--- config.mk ---
export PLATFORM = sky130hd
export DESIGN_NAME = range_frame_crc8_parser_top
export DESIGN_NICKNAME = d
export VERILOG_FILES = /design/src/rtl/rfcrc_pkg.sv /design/src/rtl/range_frame_crc8_parser_top.sv
export SDC_FILE = /design/constraint.sdc
export NUM_CORES = 1
export LEC_CHECK = 0
export BUFFER_PORTS_ARGS = -buffer_cell sky130_fd_sc_hd__buf_2
export CAP_MARGIN = 10
export CORE_MARGIN = 3
export CORE_UTILIZATION = 25
export CTS_BUF_LIST = sky130_fd_sc_hd__clkbuf_8
export CTS_CLUSTER_DIAMETER = 200
export DETAILED_ROUTE_END_ITERATION = 10
export GPL_TIMING_DRIVEN = 0
export PLACE_DENSITY = 0.46
export SYNTH_ARGS = -nofsm -noshare
export SYNTH_HDL_FRONTEND = slang
export SYNTH_SLANG_ARGS = --single-unit
--- constraint.sdc ---
create_clock -name i_clk -period 12.15 [get_ports i_clk]
set_input_delay 0 -clock i_clk [delete_from_list [all_inputs] [get_ports i_clk]]
set_output_delay 0 -clock i_clk [all_outputs]
set_load 0.02 [all_outputs]
--- src/rtl/rfcrc_pkg.sv ---
// Shared constants and types for the framed range parser with CRC-8 check.
// No dependencies; imported by the top level and the port checker.
package rfcrc_pkg;

    localparam int RANGE_COUNT = 8;
    localparam int FRAME_BYTES = 19;

    localparam int CNT_W    = $clog2(FRAME_BYTES + 1);
    localparam int IDX_W    = (RANGE_COUNT > 1) ? $clog2(RANGE_COUNT) : 1;
    localparam int RAW_W    = 16;
    localparam int DIST_W   = 17;
    localparam int OFFSET_W = 10;
    localparam int HDR_W    = 8;
    localparam int CFG_W    = 10;

    localparam logic [7:0] CRC_POLY = 8'h07;

    localparam logic [OFFSET_W-1:0] OFFSET_RESET = OFFSET_W'(60);
    localparam logic [HDR_W-1:0]    HEADER_RESET = HDR_W'(84);

    // Register indexes on the configuration port
    localparam logic CFG_OFFSET = 1'b0;
    localparam logic CFG_HEADER = 1'b1;

    typedef enum logic [1:0] {
        ST_RANGE    = 2'd0,
        ST_CRC_ERR  = 2'd1,
        ST_SHORT    = 2'd2,
        ST_OVERFLOW = 2'd3
    } t_status;

    typedef enum logic [2:0] {
        S_IDLE = 3'b001,
        S_CRC  = 3'b010,
        S_EMIT = 3'b100
    } t_state;

endpackage

--- src/rtl/range_frame_crc8_parser_top.sv ---
// Framed range parser with CRC-8 check: top level, one module.
// Depends on rfcrc_pkg.
//
// Takes one serial byte per transaction and assembles frames that open with the
// header byte. The CRC-8 (poly 0x07) is computed one bit per cycle by a single
// shift/xor unit, so a frame byte at positions 0 to FRAME_BYTES-2 keeps the
// input stalled while it is shifted through the unit; the received CRC byte is
// taken without stalling the input. A byte that ends a frame produces either
// RANGE_COUNT range results (one per cycle through a shared adder, while the
// output is not stalled) or one status result; after the last result is taken
// the header is fed through the CRC unit, which stalls the input again while
// it is shifted. The input is stalled whenever a result is pending.
module range_frame_crc8_parser_top
    import rfcrc_pkg::*;
(
    input  logic                      i_clk,
    input  logic                      i_rst_n,
    // configuration write port
    input  logic                      i_cfg_we,
    input  logic                      i_cfg_index,
    input  logic [CFG_W-1:0]          i_cfg_data,
    // byte input
    input  logic                      i_valid,
    output logic                      o_stall,
    input  logic [7:0]                i_rx_byte,
    // result output
    output logic                      o_valid,
    input  logic                      i_stall,
    output logic [1:0]                o_status,
    output logic [2:0]                o_range_index,
    output logic signed [DIST_W-1:0]  o_distance_mm,
    output logic                      o_no_target,
    output logic                      o_last
);

    t_state                  r_state, n_state;
    logic [CNT_W-1:0]        r_count, n_count;
    logic [7:0]              r_crc, n_crc;
    logic [7:0]              r_rx_crc, n_rx_crc;
    logic [2:0]              r_bits, n_bits;
    logic [IDX_W-1:0]        r_idx, n_idx;
    logic [OFFSET_W-1:0]     r_offset;
    logic [HDR_W-1:0]        r_header;
    logic [RAW_W-1:0]        r_range [RANGE_COUNT];

    logic                    r_out_valid, n_out_valid;
    t_status                 r_status, n_status;
    logic [IDX_W-1:0]        r_out_idx, n_out_idx;
    logic [DIST_W-1:0]       r_dist, n_dist;
    logic                    r_no_tgt, n_no_tgt;
    logic                    r_last, n_last;

    logic                    is_hdr;
    logic                    full;
    logic [IDX_W-1:0]        ld_idx;
    logic [RAW_W-1:0]        ld_raw;
    logic [DIST_W-1:0]       ld_sum;
    logic                    wr_en;
    logic [CNT_W-1:0]        pos_m2;
    logic [CNT_W-2:0]        wr_slot;

    assign is_hdr = (i_rx_byte == r_header);
    assign full   = (r_count >= CNT_W'(FRAME_BYTES));

    // Shared adder: sign-extended raw range plus offset
    assign ld_raw = r_range[ld_idx];
    assign ld_sum = {ld_raw[RAW_W-1], ld_raw} + {{(DIST_W-OFFSET_W){1'b0}}, r_offset};

    // Range byte write position
    assign pos_m2  = r_count - CNT_W'(2);
    assign wr_slot = pos_m2[CNT_W-1:1];
    assign wr_en   = (r_state == S_IDLE) && i_valid && !is_hdr && !full
                     && (r_count >= CNT_W'(2)) && (r_count < CNT_W'(FRAME_BYTES - 1))
                     && (wr_slot < (CNT_W-1)'(RANGE_COUNT));

    // Sequencer
    always_comb begin
        n_state     = r_state;
        n_count     = r_count;
        n_crc       = r_crc;
        n_rx_crc    = r_rx_crc;
        n_bits      = r_bits;
        n_idx       = r_idx;
        n_out_valid = r_out_valid;
        n_status    = r_status;
        n_out_idx   = r_out_idx;
        n_dist      = r_dist;
        n_no_tgt    = r_no_tgt;
        n_last      = r_last;
        ld_idx      = '0;

        unique case (r_state)
            S_IDLE: begin
                if (i_valid) begin
                    if (!is_hdr && !full) begin
                        // ordinary frame byte
                        if (r_count < CNT_W'(FRAME_BYTES - 1)) begin
                            n_crc   = r_crc ^ i_rx_byte;
                            n_bits  = 3'd7;
                            n_state = S_CRC;
                        end else if (r_count == CNT_W'(FRAME_BYTES - 1)) begin
                            n_rx_crc = i_rx_byte;
                        end
                        n_count = r_count + CNT_W'(1);
                    end else if (is_hdr && full && (r_crc == r_rx_crc)) begin
                        // start the range burst at sensor 0
                        ld_idx      = '0;
                        n_idx       = '0;
                        n_out_valid = 1'b1;
                        n_status    = ST_RANGE;
                        n_out_idx   = '0;
                        n_no_tgt    = (ld_raw == '0);
                        n_dist      = (ld_raw == '0) ? '0 : ld_sum;
                        n_last      = (RANGE_COUNT == 1);
                        n_state     = S_EMIT;
                    end else begin
                        // single status transaction
                        n_out_valid = 1'b1;
                        priority if (!is_hdr) n_status = ST_OVERFLOW;
                        else if (full)        n_status = ST_CRC_ERR;
                        else                  n_status = ST_SHORT;
                        n_out_idx   = '0;
                        n_no_tgt    = 1'b0;
                        n_dist      = '0;
                        n_last      = 1'b1;
                        n_state     = S_EMIT;
                    end
                end
            end
            S_CRC: begin
                // one CRC bit per cycle
                n_crc = r_crc[7] ? ({r_crc[6:0], 1'b0} ^ CRC_POLY) : {r_crc[6:0], 1'b0};
                if (r_bits == 3'd0) begin
                    n_state = S_IDLE;
                end else begin
                    n_bits = r_bits - 3'd1;
                end
            end
            S_EMIT: begin
                if (!i_stall) begin
                    if (r_last) begin
                        // restart the frame with the header as byte 0
                        n_out_valid = 1'b0;
                        n_count     = CNT_W'(1);
                        n_crc       = r_header;
                        n_bits      = 3'd7;
                        n_state     = S_CRC;
                    end else begin
                        // advance to the next sensor
                        ld_idx    = r_idx + IDX_W'(1);
                        n_idx     = ld_idx;
                        n_out_idx = ld_idx;
                        n_no_tgt  = (ld_raw == '0);
                        n_dist    = (ld_raw == '0) ? '0 : ld_sum;
                        n_last    = (ld_idx == IDX_W'(RANGE_COUNT - 1));
                    end
                end
            end
            default: begin
                n_state = S_IDLE;
            end
        endcase
    end

    // Control state
    always_ff @(posedge i_clk) begin
        if (!i_rst_n) begin
            r_state     <= S_IDLE;
            r_count     <= '0;
            r_crc       <= '0;
            r_bits      <= '0;
            r_idx       <= '0;
            r_out_valid <= 1'b0;
            r_offset    <= OFFSET_RESET;
            r_header    <= HEADER_RESET;
        end else begin
            r_state     <= n_state;
            r_count     <= n_count;
            r_crc       <= n_crc;
            r_bits      <= n_bits;
            r_idx       <= n_idx;
            r_out_valid <= n_out_valid;
            if (i_cfg_we) begin
                unique case (i_cfg_index)
                    CFG_OFFSET: r_offset <= i_cfg_data[OFFSET_W-1:0];
                    CFG_HEADER: r_header <= i_cfg_data[HDR_W-1:0];
                    default:    r_offset <= r_offset;
                endcase
            end
        end
    end

    // Payload registers
    always_ff @(posedge i_clk) begin
        r_rx_crc  <= n_rx_crc;
        r_status  <= n_status;
        r_out_idx <= n_out_idx;
        r_dist    <= n_dist;
        r_no_tgt  <= n_no_tgt;
        r_last    <= n_last;
        if (wr_en) begin
            if (!pos_m2[0]) begin
                r_range[wr_slot[IDX_W-1:0]][RAW_W-1:8] <= i_rx_byte;
            end else begin
                r_range[wr_slot[IDX_W-1:0]][7:0] <= i_rx_byte;
            end
        end
    end

    assign o_stall       = (r_state != S_IDLE);
    assign o_valid       = r_out_valid;
    assign o_status      = r_status;
    assign o_range_index = 3'(r_out_idx);
    assign o_distance_mm = r_dist;
    assign o_no_target   = r_no_tgt;
    assign o_last        = r_last;

endmodule

==> out/results.md, run 1 <==
| Item | This run |
|:---|:---|
| Cell family with the largest share of critical-path delay | compound AO/OA/AOI/OAI gates |
| Post-route minimum period | 5.46 ns |
| Clock latency of the later-clocked register in the worst-skew pair | 0.54 ns |
| Fraction of power consumed by sequential logic | 0.522 |
| Top cell by count, worst path | xor2_1 |
| Part of the power in combinational logic | 0.079 |
| Number of pins exceeding their max-slew limit in the final report | 0 |
| Number of synthesized flops with an enable pin | 160 |
| Buffer cell driving the clock tree root | clkbuf_8 |
| Post-synth cell types | 66 |
| Average wire per cell in the routed design | 19.4 microns |
| Achievable Freq | 183 MHz |
| Clock buffer depth | 3 |
| Core Region | 35800 sq um |
| Maximum net fanout on the critical path | 10 |
| Routability-driven placement congestion ratio | 0.801 |
| Ports | 50 |
| Most frequently used flop master after synthesis | edfxtp_1 |
| Total Die Area | 38900 sq um |
| Switching Fraction | 0.252 |
| Hold WC Path Type | in -> reg |
| Final sum of negative setup slack | 0 ns |
| Number of buffers and inverters on the critical path | 2 |
| Count of endpoints failing setup in the final report | 0 |
| # rows | 69 |
| Cell-internal power | 1.11 mW |
| Initial antenna violation count | 0 |
| Proportion of layout cells with a drive suffix above 1 | 0.147 |
| Fraction of registers with async set or reset after synthesis | 0 |
| GRT Resource Usage Total | 0.135 |
| Final hold vios | 0 |
| Endpoint kind of the worst setup timing path | flop |
| Number of standard cells in the layout, taps in and fillers out | 1337 |
| Total clock sinks | 201 |
| Iteration-0 DRC count of the detailed router | 534 |
| Crit path kind | reg -> reg |
| Vert. Die Dim | 197 microns |
| Mean instance size in the synthesized netlist | 12.5 sq um |
| Max stage delay on crit path | 0.74 ns |
| CP Data Arrival Time | 5.75 ns |
| Area of the mapped netlist | 9140 sq um |
| Tightest Pin Transition | 1.22 ns |
| Post-Syn Nets | 774 |
| Detailed placer's ending HPWL | 17900 microns |
| Startpoint class of the critical path | flop |
| TritonCTS Buffers | 38 |
| Number of H-tree branching levels | 2 |
| Number of design rule violations left after detail routing | 0 |
| Post-synthesis register bit count | 201 |
| TritonCTS clock tree | done |
| DIE WIDTH | 197 microns |
| Net load switching power | 0.373 mW |
| Clock transition at path regs | 0.06 ns |
| Maximum number of pins on one net before global-route repair | 21 |
| Fill count | 3655 |
| Via count of the first global-routing pass | 6426 |
| Peak ir drop on the vdd network | 0.0523 mV |
| Via count normalized by instance count | 4.67 |
| Headroom to the max-slew limit | 0.185 |
| P per Cell Area | 135 nW/um^2 |
| Count of inserted antenna diode cells | 0 |
| Global route total overflow | 0 |
| Share of the yosys chip area belonging to registers | 0.616 |
| Placed insts | 1241 |
| Net count of the finished layout | 893 |
| Initial core utilization | 0.255 |
| RSZ-0062 raised after global routing | no |
| Clock skew | 0.0288 ns |
| Gate count after technology mapping | 730 |
| Buffer count from post-CTS setup fixing | 0 |
| Layout overhead on the synthesized area | 19.8% |
| Cells along the critical path | ha_1 -> xor2_1 -> nand3_1 -> buf_2 -> mux2i_1 -> a211oi_1 -> a21o_1 -> inv_1 -> fa_1 -> nor2b_1 -> o21ai_0 -> nand2b_1 -> a311oi_1 -> o41ai_1 -> nand2_1 -> xor2_1 -> and2_1 |
| First-pass GRT wire length | 39600 microns |
| Clk pwr share | 0.398 |
| Maxcap violations | 0 |
| Final clock period utilization by the worst path | 0.450 |
| Number of routed nets with antenna violations | 0 |
| Crit-path slowest cell | o41ai_1 |
| Syn. warnings | 0 |
| Outcome | complete, no violations |
| Total routed wirelength | 26000 microns |
| # port buffers | 48 |
| Count of hold-fix buffers inserted at cts | 28 |
| Leakage power summed over all cells | 3.97 nW |
| Vias after detailed routing | 6247 |
| Required time at the worst-slack endpoint | 12.43 ns |
| Number of detailed-route iterations in the first pass | 5 |
| Resize count post-CTS | 0 |
==> final timing paths <==
| check | startpoint | to | slack [ns] | cells after the start |
|---|---|---|---|---|
| setup / recovery | r_idx[0] | o_distance_mm[14] | 6.69 | 17 |
| hold / removal | i_cfg_data[5] | r_offset[5] | 0.25 | 4 |
| hold reg to reg | r_offset[0] | r_offset[0] | 0.47 | 2 |
| setup reg to reg | r_idx[0] | o_distance_mm[14] | 6.69 | 17 |
==> synthesized netlist by cell type (4+ instances only) <==
master | instances | area (sq um)
inv_1 | 23 | 86.3
xor2_1 | 19 | 166
mux2i_1 | 12 | 120
a32oi_1 | 4 | 35.0
nand2b_1 | 5 | 31.3
o211ai_1 | 11 | 82.6
nand2_1 | 77 | 289
clkbuf_1 | 25 | 93.8
a21oi_1 | 30 | 150
buf_2 | 4 | 20.0
ha_1 | 19 | 238
a211oi_1 | 8 | 60.1
o21ai_0 | 30 | 150
o31ai_1 | 4 | 30.0
xnor2_1 | 21 | 184
a21o_1 | 4 | 30.0
a22o_1 | 4 | 35.0
dfxtp_1 | 41 | 821
nor2_1 | 40 | 150
edfxtp_1 | 160 | 4800
a211o_1 | 5 | 43.8
nor2b_1 | 12 | 75.1
a2111oi_0 | 5 | 43.8
nor3_1 | 17 | 85.1
and2_1 | 18 | 113
mux4_2 | 11 | 248
nand3_1 | 23 | 115
a22oi_1 | 10 | 75.1
and3_1 | 7 | 43.8
a21boi_0 | 18 | 135
nor3b_1 | 4 | 30.0
o211a_1 | 9 | 90.1
buf_6 | 4 | 45.0
==> kinds of logic after synthesis <==
logic type / count (synthesis) / synth area share
flops: 201 / 0.616
mux: 25 / 0.0444
xor+xnor: 40 / 0.0383
buf+inv: 59 / 0.0285
simple gates: 222 / 0.118
compound gates: 163 / 0.127
fa+ha+maj: 20 / 0.0282
==> registers in the layout (all words and copies together) (netlist names), 3 cells and up <==
name / flops
o_distance_mm: 17
o_range_index: 3
r_bits: 3
r_count: 5
r_crc: 8
r_header: 8
r_idx: 3
r_offset: 10
r_range: 128
r_rx_crc: 8
r_state: 3
==> worst reg2reg max path: stages (launching register included) <==
cell	delay [ns]
dfxtp_1	0.58
ha_1	0.23
xor2_1	0.46
nand3_1	0.59
buf_2	0.42
mux2i_1	0.15
a211oi_1	0.26
a21o_1	0.23
inv_1	0.09
fa_1	0.40
nor2b_1	0.16
o21ai_0	0.09
nand2b_1	0.13
a311oi_1	0.13
o41ai_1	0.74
nand2_1	0.19
xor2_1	0.18
and2_1	0.18
==> cell type report <==
type,instances,area (sq um),area share
flip-flops and latches,201,5630,0.514
inverters,24,90.1,0.00823
clock inverters,28,135,0.0123
clock buffers,39,537,0.0490
repair buffers,79,548,0.0501
well taps,461,577,0.0527
multi-input cells,470,3270,0.298
plain buffers,35,170,0.0155
==> routing by layer <==
metal / GRT usage / wire length, microns
met4: 0.0451 / 646
met2: 0.224 / 12300
met3: 0.0304 / 1300
met5: 0 / 0
met1: 0.174 / 11700
==> power by group through the flow <==
stage / sequential, mW / combinational (mW) / clock [mW]
CTS: 0.773 / 0.119 / 0.611
floorplan: 0.788 / 0.0672 / 0
global placement: 0.788 / 0.109 / 0
finish: 0.773 / 0.117 / 0.589
global route: 0.775 / 0.132 / 0.645
detailed placement: 0.787 / 0.111 / 0
==> cell usage in the layout, fill, tap and decap left out, types with 6 or more instances in the layout <==
cell type        n
a211oi_1         8
a21boi_0        18
a21oi_1         29
a22oi_1         10
and2_1          18
and3_1           7
buf_2           53
clkbuf_1        25
clkbuf_8        39
clkinv_1         6
dfxtp_1         41
dlygate4sd3_1   28
edfxtp_1       160
ha_1            19
inv_1           40
mux2i_1         12
mux4_2          11
nand2_1         77
nand3_1         23
nor2_1          40
nor2b_1         12
nor3_1          15
o211a_1          9
o211ai_1        11
o21ai_0         30
xnor2_1         21
xor2_1          19
==> metrics by stage <==
stage / hold slack [ns] / worst slack, ns / utilization / cell area [sq um] / power, mW
global route: 0.251 / 6.24 / 0.306 / 10900 / 1.55
global placement: 0.238 / 6.72 / 0.278 / 9960 / 0.897
CTS: 0.218 / 6.69 / 0.305 / 10900 / 1.50
finish: 0.250 / 6.69 / 0.306 / 10900 / 1.48
floorplan: 0.0989 / 8.09 / - / 9140 / 0.855
detailed placement: 0.238 / 6.71 / 0.279 / 9990 / 0.898
Power figures use the tool's default switching activity.
==> run 2: changes to the inputs <==
==> constraint.sdc (replaced) <==
create_clock -name i_clk -period 5.35 [get_ports i_clk]
set_input_delay 0 -clock i_clk [delete_from_list [all_inputs] [get_ports i_clk]]
set_output_delay 0 -clock i_clk [all_outputs]
set_load 0.02 [all_outputs]
==> out/results.md, run 2 (synthesis gave the netlist of run 1 again) <==
| Item | This run | vs previous |
|:---|:---|:---|
| Outcome | complete, no violations |  |
| Buffer cell driving the clock tree root | clkbuf_8 |  |
| Worst reg2reg endpoint | o_distance_mm[13] |  |
| TritonCTS clock tree | done |  |
| Buffer count from post-CTS setup fixing | 0 | unchanged |
| Required time at the worst-slack endpoint | 5.63 ns | -6.80 ns |
| DIE WIDTH | 197 microns | unchanged |
| Hold-critical path endpoint | r_offset[5] |  |
| Count of inserted antenna diode cells | 0 | unchanged |
| First-pass GRT wire length | 39600 microns | about the same |
| Maximum net fanout on the critical path | 10 | unchanged |
| Flip-flop and latch area | 5630 sq um | unchanged |
| Switching Fraction | 0.252 | -0.000362 |
| Net count of the finished layout | 893 | unchanged |
| Number of design rule violations left after detail routing | 0 | unchanged |
| Total length of routed met3 wires | 1260 microns | -3.0% |
| Commonest cells after routing, fill and taps aside | edfxtp_1, nand2_1, buf_2 |  |
| Part of the power in combinational logic | 0.080 | about the same |
| Fin util | 0.306 | +0.000733 |
| Cells along the critical path | inv_1 -> ha_1 -> nor3_2 -> nand2_2 -> buf_4 -> mux4_2 -> mux2i_1 -> inv_1 -> ha_1 -> o221ai_1 -> a211o_1 -> o311a_1 -> nor2_1 -> nand3b_1 -> xor2_1 -> and2_1 |  |
| Number of buffers and inverters on the critical path | 3 | +1 |
| Core Region | 35800 sq um | unchanged |
| Net load switching power | 0.844 mW | +130% |
| Placed Area | 9990 sq um | unchanged |
| Number of pins exceeding their max-slew limit in the final report | 0 | unchanged |
| Area used by multi-input combinational logic | 3290 sq um | +0.77% |
| Cell-internal power | 2.51 mW | +130% |
| Fraction of power consumed by sequential logic | 0.523 | about the same |
| Crit path kind | reg -> reg |  |
| Global route total overflow | 0 | unchanged |
| Number of H-tree branching levels | 2 | unchanged |
| Final sum of negative setup slack | 0 ns | unchanged |
| Hold Startpoint | i_cfg_data[5] |  |
| Fill count | 3654 | -0.027% |
| Endpoint kind of the worst setup timing path | flop |  |
| Maxcap violations | 0 | unchanged |
| Initial antenna violation count | 0 | unchanged |
| Layout overhead on the synthesized area | 20.1% |  |
| Clock latency of the later-clocked register in the worst-skew pair | 0.54 ns | about the same |
| Total routed wirelength | 25900 microns | -0.20% |
| Initial core utilization | 0.255 | unchanged |
| Max reg flops | 128 | unchanged |
| Worst Reg-to-Reg Cells | 16 | -1 |
| # port buffers | 48 | unchanged |
| Detailed placer's ending HPWL | 17900 microns | unchanged |
| Clock skew | 0.0267 ns | -0.00209 ns |
| Vert. Die Dim | 197 microns | unchanged |
| Final hold vios | 0 | unchanged |
| Number of standard cells in the layout, taps in and fillers out | 1337 | unchanged |
| Number of stages on the worst hold path | 4 | unchanged |
| Overall Power | 3.36 mW | +130% |
| Final-layout worst hold slack | 0.251 ns | +0.00120 ns |
| Number of routed nets with antenna violations | 0 | unchanged |
| TritonCTS Buffers | 38 | unchanged |
| GRT Resource Usage Total | 0.135 | about the same |
| # rows | 69 | unchanged |
| Top Metal Used | met4 |  |
| Proportion of layout cells with a drive suffix above 1 | 0.153 | +0.00571 |
| Maximum number of pins on one net before global-route repair | 21 | unchanged |
| Startpoint class of the critical path | flop |  |
| Average wire per cell in the routed design | 19.4 microns | -0.20% |
| CP Data Arrival Time | 5.21 ns | -0.54 ns |
| Clock transition at path regs | 0.06 ns | about the same |
| P per Cell Area | 306 nW/um^2 | +130% |
| Hold WC Path Type | in -> reg |  |
| Total clock sinks | 201 | unchanged |
| Setup slack, reg-to-reg | 0.42 ns | -6.27 ns |
| Clock buffer depth | 3 | unchanged |
| Cell family with the largest share of critical-path delay | simple AND/OR/NAND/NOR gates |  |
| Total Die Area | 38900 sq um | unchanged |
| Count of endpoints failing setup in the final report | 0 | unchanged |
| Crit-path slowest cell | dfxtp_1 |  |
| Pre-CTS setup slack | -0.0917 ns | -6.80 ns |
| RSZ-0062 raised after global routing | no |  |
| Reg2reg start | r_idx[0] |  |
| Met2 wire length | 12300 microns | about the same |
| Post-route design area | 11000 sq um | +0.24% |
| Via count normalized by instance count | 4.68 | about the same |
| Max stage delay on crit path | 0.58 ns | -0.16 ns |
| Most common cell after layout, fill and taps aside | edfxtp_1 |  |
| Placed insts | 1241 | unchanged |
| Routability-driven placement congestion ratio | 0.801 | unchanged |
| Number of detailed-route iterations in the first pass | 5 | unchanged |
| Min setup slack post-route | 0.422 ns | -6.27 ns |
| Leakage power summed over all cells | 3.97 nW | +0.22% |
| Headroom to the max-slew limit | 0.214 | +0.0292 |
| Final clock period utilization by the worst path | 0.921 | +0.472 |
| Post-route minimum period | 4.93 ns | -0.534 ns |
| Clk pwr share | 0.398 | about the same |
| Tightest Pin Transition | 1.17 ns | -0.0436 ns |
| Via count of the first global-routing pass | 6430 | +0.062% |
| Vias after detailed routing | 6251 | +0.064% |
| Iteration-0 DRC count of the detailed router | 538 | +0.75% |
| Ports | 50 | unchanged |
| Achievable Freq | 203 MHz | +11% |
| Peak ir drop on the vdd network | 0.119 mV | +130% |
| Length of routed wiring on met1 | 11700 microns | -0.13% |
## run 2: worst register-to-register path: stages, from the launching register on
cell	delay [ns]
dfxtp_1	0.58
inv_1	0.14
ha_1	0.41
nor3_2	0.32
nand2_2	0.21
buf_4	0.28
mux4_2	0.44
mux2i_1	0.38
inv_1	0.09
ha_1	0.36
o221ai_1	0.16
a211o_1	0.34
o311a_1	0.37
nor2_1	0.17
nand3b_1	0.12
xor2_1	0.15
and2_1	0.16
## run 2: power groups by stage
stage	Combinational (mW)	Clock [mW]	Sequential (mW)
after floorplan	0.153	0	1.79
after global placement	0.248	0	1.79
after detailed placement	0.253	0	1.79
after CTS	0.270	1.39	1.76
after global routing	0.300	1.46	1.76
final	0.267	1.34	1.75
## run 2: how the worst max path moves through the flow
stage | from | to | slack (ns) | depth (start not counted)
after floorplan | r_idx[0] | o_distance_mm[14] | 1.29 | 17
after global placement | r_idx[0] | o_distance_mm[14] | -0.08 | 17
after detailed placement | r_idx[0] | o_distance_mm[14] | -0.09 | 17
after CTS | r_idx[0] | o_distance_mm[14] | 0.09 | 17
after global routing | r_idx[0] | o_distance_mm[14] | 0.1 | 17
final | r_idx[0] | o_distance_mm[13] | 0.42 | 16
## run 2: layout make-up
type                       count  area share
sequential                   201       0.513
multi-input combinational    470       0.300
tap                          461      0.0526
timing repair buffer          79      0.0499
clock buffer                  39      0.0489
buffer                        35      0.0156
clock inverter                28      0.0123
inverter                      24     0.00821
## run 2: metal layers
layer,track usage,up-vias
met2,0.224,159
met5,0,-
met1,0.174,3062
met3,0.0304,50
li1,-,2980
met4,0.0451,0
## run 2: what timing repair did
item                                   CTS  global route
resized for setup                        1             5
pin swaps                                0             0
hold buffers                            28             0
setup endpoints to repair                3             5
cloned                                   0             0
endpoints found under the hold margin  175             0
==> run 3: changes to the inputs <==
--- a/config.mk
+++ b/config.mk
@@ -7,13 +7,13 @@
 export LEC_CHECK = 0
 export BUFFER_PORTS_ARGS = -buffer_cell sky130_fd_sc_hd__buf_2
 export CAP_MARGIN = 10
-export CORE_MARGIN = 3
-export CORE_UTILIZATION = 25
+export CORE_UTILIZATION = 60
 export CTS_BUF_LIST = sky130_fd_sc_hd__clkbuf_8
 export CTS_CLUSTER_DIAMETER = 200
 export DETAILED_ROUTE_END_ITERATION = 10
 export GPL_TIMING_DRIVEN = 0
-export PLACE_DENSITY = 0.46
+export PLACE_DENSITY = 0.86
+export RECOVER_POWER = 50
 export SYNTH_ARGS = -nofsm -noshare
 export SYNTH_HDL_FRONTEND = slang
 export SYNTH_SLANG_ARGS = --single-unit
==> out/results.md, run 3 (synthesis gave the netlist of run 1 again) <==
| Item | This run | vs previous |
|:---|:---|:---|
| Outcome | finished, violations left |  |
| Violations in the final reports | design-rule violations |  |
| Global route total overflow | 0 | unchanged |
| Achievable Freq | 196 MHz | -3.2% |
| Fill count | 990 | -73% |
| Count of endpoints failing setup in the final report | 0 | unchanged |
| # rows | 44 | -36% |
| Final clock period utilization by the worst path | 0.952 | +0.0305 |
| Clock transition at path regs | 0.06 ns | about the same |
| Initial antenna violation count | 0 | unchanged |
| Core Region | 14700 sq um | -59% |
| Buffer cell driving the clock tree root | clkbuf_8 |  |
| Endpoint kind of the worst setup timing path | flop |  |
| Clock skew | 0.0200 ns | -0.00673 ns |
| Most common cell after layout, fill and taps aside | edfxtp_1 |  |
| Met3 usage in global routing | 0.0432 | +0.0129 |
| GR Layer Usage met1 | 0.395 | +0.221 |
| Clock latency of the later-clocked register in the worst-skew pair | 0.55 ns | about the same |
| Max reg flops | 128 | unchanged |
| Headroom to the max-slew limit | 0.242 | +0.0285 |
| Detailed placer's ending HPWL | 15400 microns | -14% |
| Proportion of layout cells with a drive suffix above 1 | 0.0972 | -0.0557 |
| RSZ-0062 raised after global routing | no |  |
| Via count of the first global-routing pass | 6378 | -0.81% |
| Initial core utilization | 0.622 | +0.367 |
| Average wire per cell in the routed design | 21.4 microns | +11% |
| TritonCTS Buffers | 31 | -18% |
| Count of inserted antenna diode cells | 0 | unchanged |
| Maximum net fanout on the critical path | 10 | unchanged |
| Maximum number of pins on one net before global-route repair | 21 | unchanged |
| Vias after detailed routing | 6572 | +5.1% |
| Min setup slack post-route | 0.258 ns | -0.163 ns |
| Total clock sinks | 201 | unchanged |
| Vert. Die Dim | 125 microns | -36% |
| Peak ir drop on the vdd network | 0.202 mV | +70% |
| Tightest Pin Transition | 1.14 ns | -0.0384 ns |
| # port buffers | 48 | unchanged |
| Required time at the worst-slack endpoint | 5.65 ns | +0.02 ns |
| Pre-CTS setup slack | 0.208 ns | +0.299 ns |
| Peak-usage layer in the global routing report | met2 |  |
| Met2 track demand over resource | 0.476 | +0.252 |
| Number of H-tree branching levels | 1 | -1 |
| Number of routed nets with antenna violations | 0 | unchanged |
| Final sum of negative setup slack | 0 ns | unchanged |
| Crit path kind | reg -> reg |  |
| Total Die Area | 15700 sq um | -60% |
| Via count normalized by instance count | 6.27 | +34% |
| Routability-driven placement congestion ratio | 0.903 | +13% |
| Maxcap violations | 0 | unchanged |
| Number of design rule violations left after detail routing | 7 | +7 |
| DIE WIDTH | 125 microns | -36% |
| CP Data Arrival Time | 5.39 ns | +0.18 ns |
| Post-route minimum period | 5.09 ns | +0.163 ns |
| TritonCTS clock tree | done |  |
| First-pass GRT wire length | 34400 microns | -13% |
| Total routed wirelength | 22500 microns | -13% |
| Number of detailed-route iterations in the first pass | 10 | +5 |
| Clock buffer depth | 3 | unchanged |
| Startpoint class of the critical path | flop |  |
| Layout overhead on the synthesized area | 14.2% |  |
| Number of standard cells in the layout, taps in and fillers out | 1048 | -22% |
| Iteration-0 DRC count of the detailed router | 708 | +32% |
| Net count of the finished layout | 885 | -0.90% |
| Commonest cells after routing, fill and taps aside | edfxtp_1, nand2_1, clkbuf_1 |  |
| P per Cell Area | 305 nW/um^2 | -0.38% |
| Ports | 50 | unchanged |
| GRT Resource Usage Total | 0.289 | +0.154 |
| Final-layout worst hold slack | 0.220 ns | -0.0308 ns |
| Hold WC Path Type | in -> reg |  |
| Buffer count from post-CTS setup fixing | 0 | unchanged |
| Final hold vios | 0 | unchanged |
| Number of pins exceeding their max-slew limit in the final report | 0 | unchanged |
| Placed insts | 964 | -22% |
| Leakage power summed over all cells | 3.79 nW | -4.7% |
## run 3: timing repair
| item | CTS | global route |
|---|---|---|
| hold buffers | 27 | 0 |
| resized for setup | 0 | 1 |
| setup endpoints to repair | 0 | 3 |
| endpoints found under the hold margin | 177 | 0 |
## run 3: critical path, cell delays in order (launching register included)
cell	delay, ns
dfxtp_1	0.56
ha_1	0.23
xor2_1	0.37
nand3_1	0.48
buf_2	0.38
mux2i_1	0.16
a211oi_1	0.25
a21o_1	0.25
inv_1	0.10
fa_1	0.42
nor2b_1	0.19
o21ai_0	0.13
nand2b_1	0.16
a311oi_1	0.18
o41ai_2	0.48
nand2_1	0.14
xor2_1	0.17
and2_1	0.17
## run 3: area by class of cell
cell class              instances  area [sq um]  share of cell area
inverters                      24          90.1             0.00863
clock buffers                  32           440              0.0422
flip-flops and latches        201          5630               0.539
plain buffers                  35           161              0.0155
well taps                     184           230              0.0221
multi-input cells             470          3270               0.314
repair buffers                 78           497              0.0476
clock inverters                24           120              0.0115
## run 3: worst paths after layout
check,end,slack [ns],cells after the start,from
worst max-delay path,o_distance_mm[14],0.26,17,r_idx[0]
worst min-delay path,r_offset[4],0.22,4,i_cfg_data[4]
worst max register to register,o_distance_mm[14],0.26,17,r_idx[0]
worst min register to register,r_offset[0],0.48,2,r_offset[0]
## run 3: layer usage
layer,part of all wire,vias up
met3,0.084,64
met2,0.49,370
met5,0,-
met1,0.40,3173
met4,0.026,0
li1,-,2965
## run 3: power breakdown
part / switching (mW) / internal (mW) / leakage (nW) / total, mW
Sequential: 0.0338 / 1.72 / 1.79 / 1.76
Combinational: 0.160 / 0.103 / 1.66 / 0.263
Clock: 0.565 / 0.598 / 0.344 / 1.16
## run 3: per-stage QoR
step / area, sq um / util / power (mW)
after global placement: 9610 / 0.654 / 2.01
final: 10400 / 0.710 / 3.18
after detailed placement: 9650 / 0.656 / 2.03
after global routing: 10400 / 0.710 / 3.28
after floorplan: 9140 / - / 1.94
after CTS: 10500 / 0.713 / 3.19
